===== config.mk =====
export PLATFORM = sky130hd
export DESIGN_NAME = snx3_skew
export DESIGN_NICKNAME = d
export VERILOG_FILES = /design/src/rtl/snx3_pkg.sv /design/src/rtl/snx3_skew.sv
export SDC_FILE = /design/constraint.sdc
export NUM_CORES = 2
export LEC_CHECK = 0
export BUFFER_PORTS_ARGS = -buffer_cell sky130_fd_sc_hd__buf_2
export CAP_MARGIN = 30
export CORE_ASPECT_RATIO = 0.5
export CORE_MARGIN = 2
export CORE_UTILIZATION = 42
export CTS_CLUSTER_SIZE = 16
export DETAILED_ROUTE_END_ITERATION = 12
export HOLD_SLACK_MARGIN = 0.02
export PLACE_DENSITY = 0.7
export SLEW_MARGIN = 30
export SYNTH_ARGS = -nofsm -noshare
export SYNTH_HDL_FRONTEND = slang
export SYNTH_SLANG_ARGS = --single-unit

===== constraint.sdc =====
create_clock -name i_clk -period 28 [get_ports i_clk]
set_input_delay 2.8 -clock i_clk [delete_from_list [all_inputs] [get_ports i_clk]]
set_output_delay 2.8 -clock i_clk [all_outputs]
set_load 0.01 [all_outputs]

===== src/rtl/snx3_pkg.sv =====
// Shared types, constants and the divide-by-three helper for the simplex noise core.
package snx3_pkg;

    typedef logic signed [19:0] t_off;   // corner offset, Q16 fraction bits
    typedef logic        [16:0] t_lat;   // lattice coordinate, low bits only

    localparam int NUM_STG = 13;

    localparam logic signed [41:0] C_SIX_TENTHS = 42'sd2576980378;
    localparam logic signed [41:0] C_ONE_Q16    = 42'sd65536;
    localparam t_off C_G3     = 20'sd10923;
    localparam t_off C_TWO_G3 = 20'sd21845;
    localparam t_off C_HALF   = 20'sd32768;
    localparam t_off C_ONE    = 20'sd65536;

    // floor(w / 3) for w below 2^22 by reciprocal multiply
    function automatic logic [21:0] snx3_div3(input logic [21:0] w);
        logic [45:0] p;
        p = {24'b0, w} * 46'd5592406;
        return p[45:24];
    endfunction

endpackage


===== src/rtl/snx3_skew.sv =====
// Skew and unskew pipeline: cell origin and offset of the first corner.
module snx3_skew import snx3_pkg::*; (
    input  logic               i_clk,
    input  logic [5:0]         i_ld,
    input  logic signed [31:0] i_x,
    input  logic signed [31:0] i_y,
    input  logic signed [31:0] i_z,
    output t_off               o_x0,
    output t_off               o_y0,
    output t_off               o_z0,
    output t_lat               o_i,
    output t_lat               o_j,
    output t_lat               o_k
);

    logic signed [31:0] r0_c [3];
    logic [16:0]        r0_hi;
    logic [18:0]        r0_w;
    logic signed [31:0] r1_c [3];
    logic [31:0]        r1_s;
    logic [16:0]        r2_l [3];
    logic [15:0]        r2_f [3];
    logic [31:0]        r2_s;
    logic [16:0]        r3_l [3];
    logic [15:0]        r3_f [3];
    logic [31:0]        r3_s;
    logic [18:0]        r3_ijk;
    logic [21:0]        r3_w;
    logic [16:0]        r4_l [3];
    logic [15:0]        r4_f [3];
    logic [19:0]        r4_d;
    logic [19:0]        r5_o [3];
    logic [16:0]        r5_l [3];

    logic signed [34:0] n_sum;
    logic [33:0]        n_u;
    logic [32:0]        n_p;
    logic [31:0]        n_q;
    logic [32:0]        n_xs [3];
    logic [18:0]        n_ijk;
    logic [19:0]        n_m;
    logic [21:0]        n_dv;
    logic [19:0]        n_t;

    always_comb begin
        n_sum = 35'(i_x) + 35'(i_y) + 35'(i_z) + 35'sd6442450944;
        n_u   = n_sum[33:0];
        n_p   = {16'b0, r0_hi} * 33'd43690;
        n_q   = n_p[31:0] + {10'b0, snx3_div3({3'b0, r0_w})};
        for (int a = 0; a < 3; a++) begin
            n_xs[a] = {r1_c[a][31], r1_c[a]} + {r1_s[31], r1_s};
        end
        n_ijk = {{2{r2_l[0][16]}}, r2_l[0]} + {{2{r2_l[1][16]}}, r2_l[1]}
              + {{2{r2_l[2][16]}}, r2_l[2]};
        n_m   = {r3_ijk[18], r3_ijk} * 20'd10922;
        n_dv  = snx3_div3(r3_w);
        n_t   = n_m + n_dv[19:0] - 20'h80000;
    end

    always_ff @(posedge i_clk) begin
        if (i_ld[0]) begin
            r0_c[0] <= i_x;
            r0_c[1] <= i_y;
            r0_c[2] <= i_z;
            r0_hi   <= n_u[33:17];
            r0_w    <= {1'b0, n_u[33:17], 1'b0} + {2'b0, n_u[16:0]};
        end
        if (i_ld[1]) begin
            r1_c <= r0_c;
            r1_s <= {~n_q[31], n_q[30:0]};
        end
        if (i_ld[2]) begin
            for (int a = 0; a < 3; a++) begin
                r2_l[a] <= n_xs[a][32:16];
                r2_f[a] <= n_xs[a][15:0];
            end
            r2_s <= r1_s;
        end
        if (i_ld[3]) begin
            r3_l   <= r2_l;
            r3_f   <= r2_f;
            r3_s   <= r2_s;
            r3_ijk <= n_ijk;
            r3_w   <= {{2{n_ijk[18]}}, n_ijk, 1'b0} + 22'd1572864;
        end
        if (i_ld[4]) begin
            r4_l <= r3_l;
            r4_f <= r3_f;
            r4_d <= n_t - r3_s[19:0];
        end
        if (i_ld[5]) begin
            r5_l <= r4_l;
            for (int a = 0; a < 3; a++) begin
                r5_o[a] <= {4'b0, r4_f[a]} + r4_d;
            end
        end
    end

    assign o_x0 = r5_o[0];
    assign o_y0 = r5_o[1];
    assign o_z0 = r5_o[2];
    assign o_i  = r5_l[0];
    assign o_j  = r5_l[1];
    assign o_k  = r5_l[2];

endmodule


## Yosys cells after proc, flatten, opt, wreduce, memory -nomap -nowiden

Memories as Yosys holds them, arrays and structs flattened.
Cells that the tools add are included.
W data, S select, Z words.

| word-level totals | value |
|---|---|
| register bits | 709 |
| memories kept | 1 |
| output and inout bits | 111 |
| bits in latches | 0 |
| word-level logic and storage cells | 60 |
| ROM bits | 0 |
| RAM bits | 60 |
| bits of input ports | 103 |

Memory list:

| memory | words | width | read ports | clocked after Yosys merged registers in | write ports | line | source |
|---|---|---|---|---|---|---|---|
| r5_o | 3 | 20 | 3 | 0 | 3 | snx3_skew.sv:32 | `logic [19:0] r5_o [3];` |

| cells by class | value |
|---|---|
| multiplexer cells | 2 |
| $add $sub $neg | 17 |
| bitwise operators | 1 |
| equality and inequality tests | 0 |
| div/mod/pow operators | 0 |
| multiply operators | 4 |
| shift-type cells | 0 |
| reductions and logical operators | 0 |
| magnitude comparators | 0 |

Operators by type and width:

| kind | number |
|---|---|
| $add A32 B32 Y33 | 4 |
| $add A16 B20 Y20 | 3 |
| $mul A22 B22 Y43 const B | 1 |
| $mul A19 B22 Y41 const B | 1 |
| $add A18 B17 Y19 | 2 |
| $add A33 B32 Y34 | 1 |
| $add A34 B34 Y34 const B | 1 |
| $add A32 B18 Y32 | 1 |
| $mul A17 B15 Y31 const B | 1 |
| $add A22 B21 Y22 const B | 1 |
| $add A20 B20 Y20 | 1 |
| $mul A20 B13 Y19 const B | 1 |
| $sub A20 B20 Y20 | 1 |
| $sub A20 B20 Y20 const B | 1 |
| $add A17 B17 Y18 | 1 |
| $mux W1 | 2 |
| $not A1 Y1 | 1 |

## Logic depth before layout (Yosys ltp)

| logic depth | value |
|---|---|
| depth in word-level cells | 4 |
| depth in mapped cells | 37 |
| gate-level depth less buffers | 37 |

## Least setup slack after synthesis

No wires, ideal clock.

| path | value |
|---|---|
| kind | reg-to-reg |
| start point | register r3_ijk[11] |
| end point | register r4_d[16], data pin |
| path buffers | 0 |
| setup slack | 19084 ps |
| arrival time | 8659 ps |
| stages on the path, launching flop included | 36 |
| period minus slack after synthesis | 8916 ps |
| data required time | 27742 ps |
| library setup time | 258 ps |
| cell sequence | edfxtp_1 -> ha_1 -> inv_1 -> fa_1 -> fa_1 -> inv_1 -> fa_1 -> inv_1 -> fa_1 -> inv_1 -> fa_1 -> inv_1 -> fa_1 -> inv_1 -> ha_1 -> a21oi_1 -> o21ai_0 -> a211o_1 -> a21oi_1 -> o21ai_0 -> and2_1 -> nor2_1 -> fa_1 -> ha_1 -> ha_1 -> fa_1 -> a21o_1 -> a21oi_1 -> o21bai_1 -> a21oi_1 -> o21bai_1 -> a211o_1 -> a2111oi_1 -> o31ai_1 -> a21oi_1 -> xnor2_1 |

| between the ends | value |
|---|---|
| cells in the longest elaborated chain, start to end | 4 |

Ends and longest elaborated chain:

| what | line | source |
|---|---|---|
| start: declaration | snx3_skew.sv:27 | `logic [18:0] r3_ijk;` |
| start signal: assignment | snx3_skew.sv:83 | `r3_ijk <= n_ijk;` |
| $mul A20 B13 Y19 | snx3_skew.sv:55 | `n_m = {r3_ijk[18], r3_ijk} * 20'd10922;` |
| $add A20 B20 Y20 | snx3_skew.sv:57 | `n_t = n_m + n_dv[19:0] - 20'h80000;` |
| $sub A20 B20 Y20 | snx3_skew.sv:57 |  |
| $sub A20 B20 Y20 | snx3_skew.sv:89 | `r4_d <= n_t - r3_s[19:0];` |
| end signal: assignment | snx3_skew.sv:89 |  |
| end: declaration | snx3_skew.sv:31 | `logic [19:0] r4_d;` |

Every way passes these cells.
A chain may end at the register's enable or synchronous reset.

## Worst setup path in the final report

Ends and elaborated chain as after synthesis.

==> impl_metrics.yaml <==
run_status:
  status: "complete, no violations"
placed_design:
  hpwl_um: 107000
  io_buffers: 213
  gp_congestion: 0.941
min_path:
  hold_class: "reg2reg"
grt:
  grt_use_total_pct: 19.7
  antenna_found_initial: 23
  grt_first_pass_wirelength_um: 201000
  grt_overflow_total: 0
  grt_max_degree: 80
  first_global_vias: 35100
worst_setup_path:
  crit_required_ns: 28.33
  startpoint_type: "register"
  slowest_delay_ns: 0.73
  crit_type: "reg2reg"
  arrival_ns: 10.80
  path_max_fanout: 6
  cpMaxStageDelayCell: "a2111oi_1"
  crit_buf_inv: 6
  cp_common_cell: "fa_1"
  critical_path.top_delay_family: "adder cells"
  cp-end-kind: "register"
floorplan:
  die_h_um: 258
  start_util_pct: 42.3
  ios: 214
  core-area_mm2: 0.129
  die_w_um: 513
  die_area_mm2: 0.132
  fp-row-count: 93
clock_tree:
  clock_latency_ns: 0.65
  cts_tree: "done"
  cts_buffers: 74
  path_clk_slew_ns: 0.06
  clock-sinks: 748
  cts_setup_buffers: 0
  cts_max_level: 3
  post_cts_resized: 0
  cts-root-buf: "clkbuf_16"
  cts_hold_buffers: 0
  cts_buffer_depth: 3
layout:
  fin_nets: 5970
  final_util_pct: 46.8
  layout_common_cells: "ha_1, inv_1, edfxtp_1"
  final_common_cell: "ha_1"
  layout-drive-gt1-share_pct: 8.03
  area_growth_pct: 10.7
timing:
  fin_skew_ns: 0.0660
  fmax_mhz: 95.5
  finalSetupViolations: 0
  worstMarginPinSlew_ns: 0.910
  fin_crit_ns: 10.47
  finalCritPeriodShare_pct: 37.4
  hold_violations: 0
  whs_ns: 0.405
  final.setup.tns_ns: 0
  maxSlewViolCount: 0
  rsz0062_at_grt: "false"
  slew_headroom_pct: 39.4
drt:
  drc: 0
  vias: 33400
  wl_per_cell_um: 20.0
  via_per_inst: 5.18
  final_antenna_net_count: 0
  totalWireLength_um: 129000
  drt_iter0_markers: 2106
  dr.pass1.iters: 5
logic_synthesis:
  synth-edff-count: 748
  syn_area_mm2: 0.0544
  ys_ff_latch: 748
  yosysTopAreaCell: "edfxtp_1"
  yosys_warnings: 0
  ys_types: 96
  yosysSeqAreaShare_pct: 41.3
  syn_inst: 4374
  syn_nets: 5683
  synth_area_leaders: "edfxtp_1, ha_1, fa_1"
  avgSynthCellArea_um2: 12.4
  post-synth-top-area-fraction_pct: 41.3
  synth_top_flop_cell: "edfxtp_1"
  synthArstFlopShare_pct: 0
job:
  drv_cap: 0
[routing by layer]
metal | vias to the layer above | routed length [um] | global-route usage (%)
met5 | - | 13 | 0
met4 | 2 | 3300 | 5.54
met3 | 164 | 4800 | 1.75
met2 | 731 | 62700 | 33.6
met1 | 16600 | 58200 | 26.9
li1 | 15900 | - | -
[state kept, by name, indices dropped and copies added, names as in the netlist, 32 cells and up]
| signal | flops |
|---|---|
| r0_c | 96 |
| r1_c | 96 |
| r5_o | 60 |
| r2_l | 51 |
| r3_l | 51 |
| r4_l | 51 |
| r2_f | 48 |
| r3_f | 48 |
| r4_f | 48 |
| r1_s | 32 |
[cells in the mapped netlist, types with 6 or more instances]
library cell	instances
ha_1	767
inv_1	757
edfxtp_1	748
fa_1	439
xnor2_1	233
a21oi_1	208
nor2_1	193
o21ai_0	111
nand2_1	101
a21o_1	93
xor2_1	69
nor3_1	66
nand3_1	65
o21a_1	47
nand2b_1	38
nor2b_1	36
o21bai_1	35
a211oi_1	27
o21ai_1	25
a31oi_1	24
and3_1	23
o211ai_1	20
or3_1	20
nand4_1	16
o31ai_1	16
a21boi_0	13
and2_1	13
or2_2	12
a211o_1	11
nor4_1	11
clkbuf_1	7
nand3b_1	7
nor3b_1	6
o31a_1	6
[kinds of logic (layout without fill, tap and decap cells)]
family | after synthesis | count (layout) | share of synthesized area [%]
flops | 748 | 748 | 41.3
fa+ha+maj | 1206 | 1206 | 33.8
buf+inv | 766 | 1112 | 5.32
simple gates | 633 | 633 | 5.81
other cells | 0 | 16 | 0
xor+xnor | 305 | 305 | 5.00
mux | 3 | 3 | 0.0576
compound gates | 713 | 713 | 8.66
[per-stage QoR]
stage                     cells  setup slack [ns]  instance area [um^2]
after CTS                  6430             17.55                 60100
after global placement     6295             17.81                 57600
after detailed placement   6295             17.61                 57600
after global routing       6445             16.97                 60200
after floorplan            4374             19.08                 54400
final                      6446             17.53                 60200
[layout make-up]
| class | instances | area (um^2) |
|---|---|---|
| Sequential cell | 748 | 22500 |
| Multi-Input combinational cell | 2860 | 29000 |
| Fill cell | 11200 | 68400 |
| Tap cell | 1710 | 2140 |
| Inverter | 757 | 2840 |
| Antenna cell | 16 | 40.0 |
| Clock buffer | 85 | 1890 |
| Clock inverter | 50 | 653 |
| Timing Repair Buffer | 220 | 1140 |
[final timing paths]
check	to	slack [ns]	cells after the start	startpoint
max	r4_d[16]	17.53	35	r3_ijk[11]
max reg2reg	r4_d[16]	17.53	35	r3_ijk[11]
min reg2reg	o_k[0]	0.40	0	r4_l[0]
min	o_k[0]	0.40	0	r4_l[0]
Power is left out: the tool's default activity adds up to more than one toggle a clock period on the data nets, which glitch-free logic cannot reach.
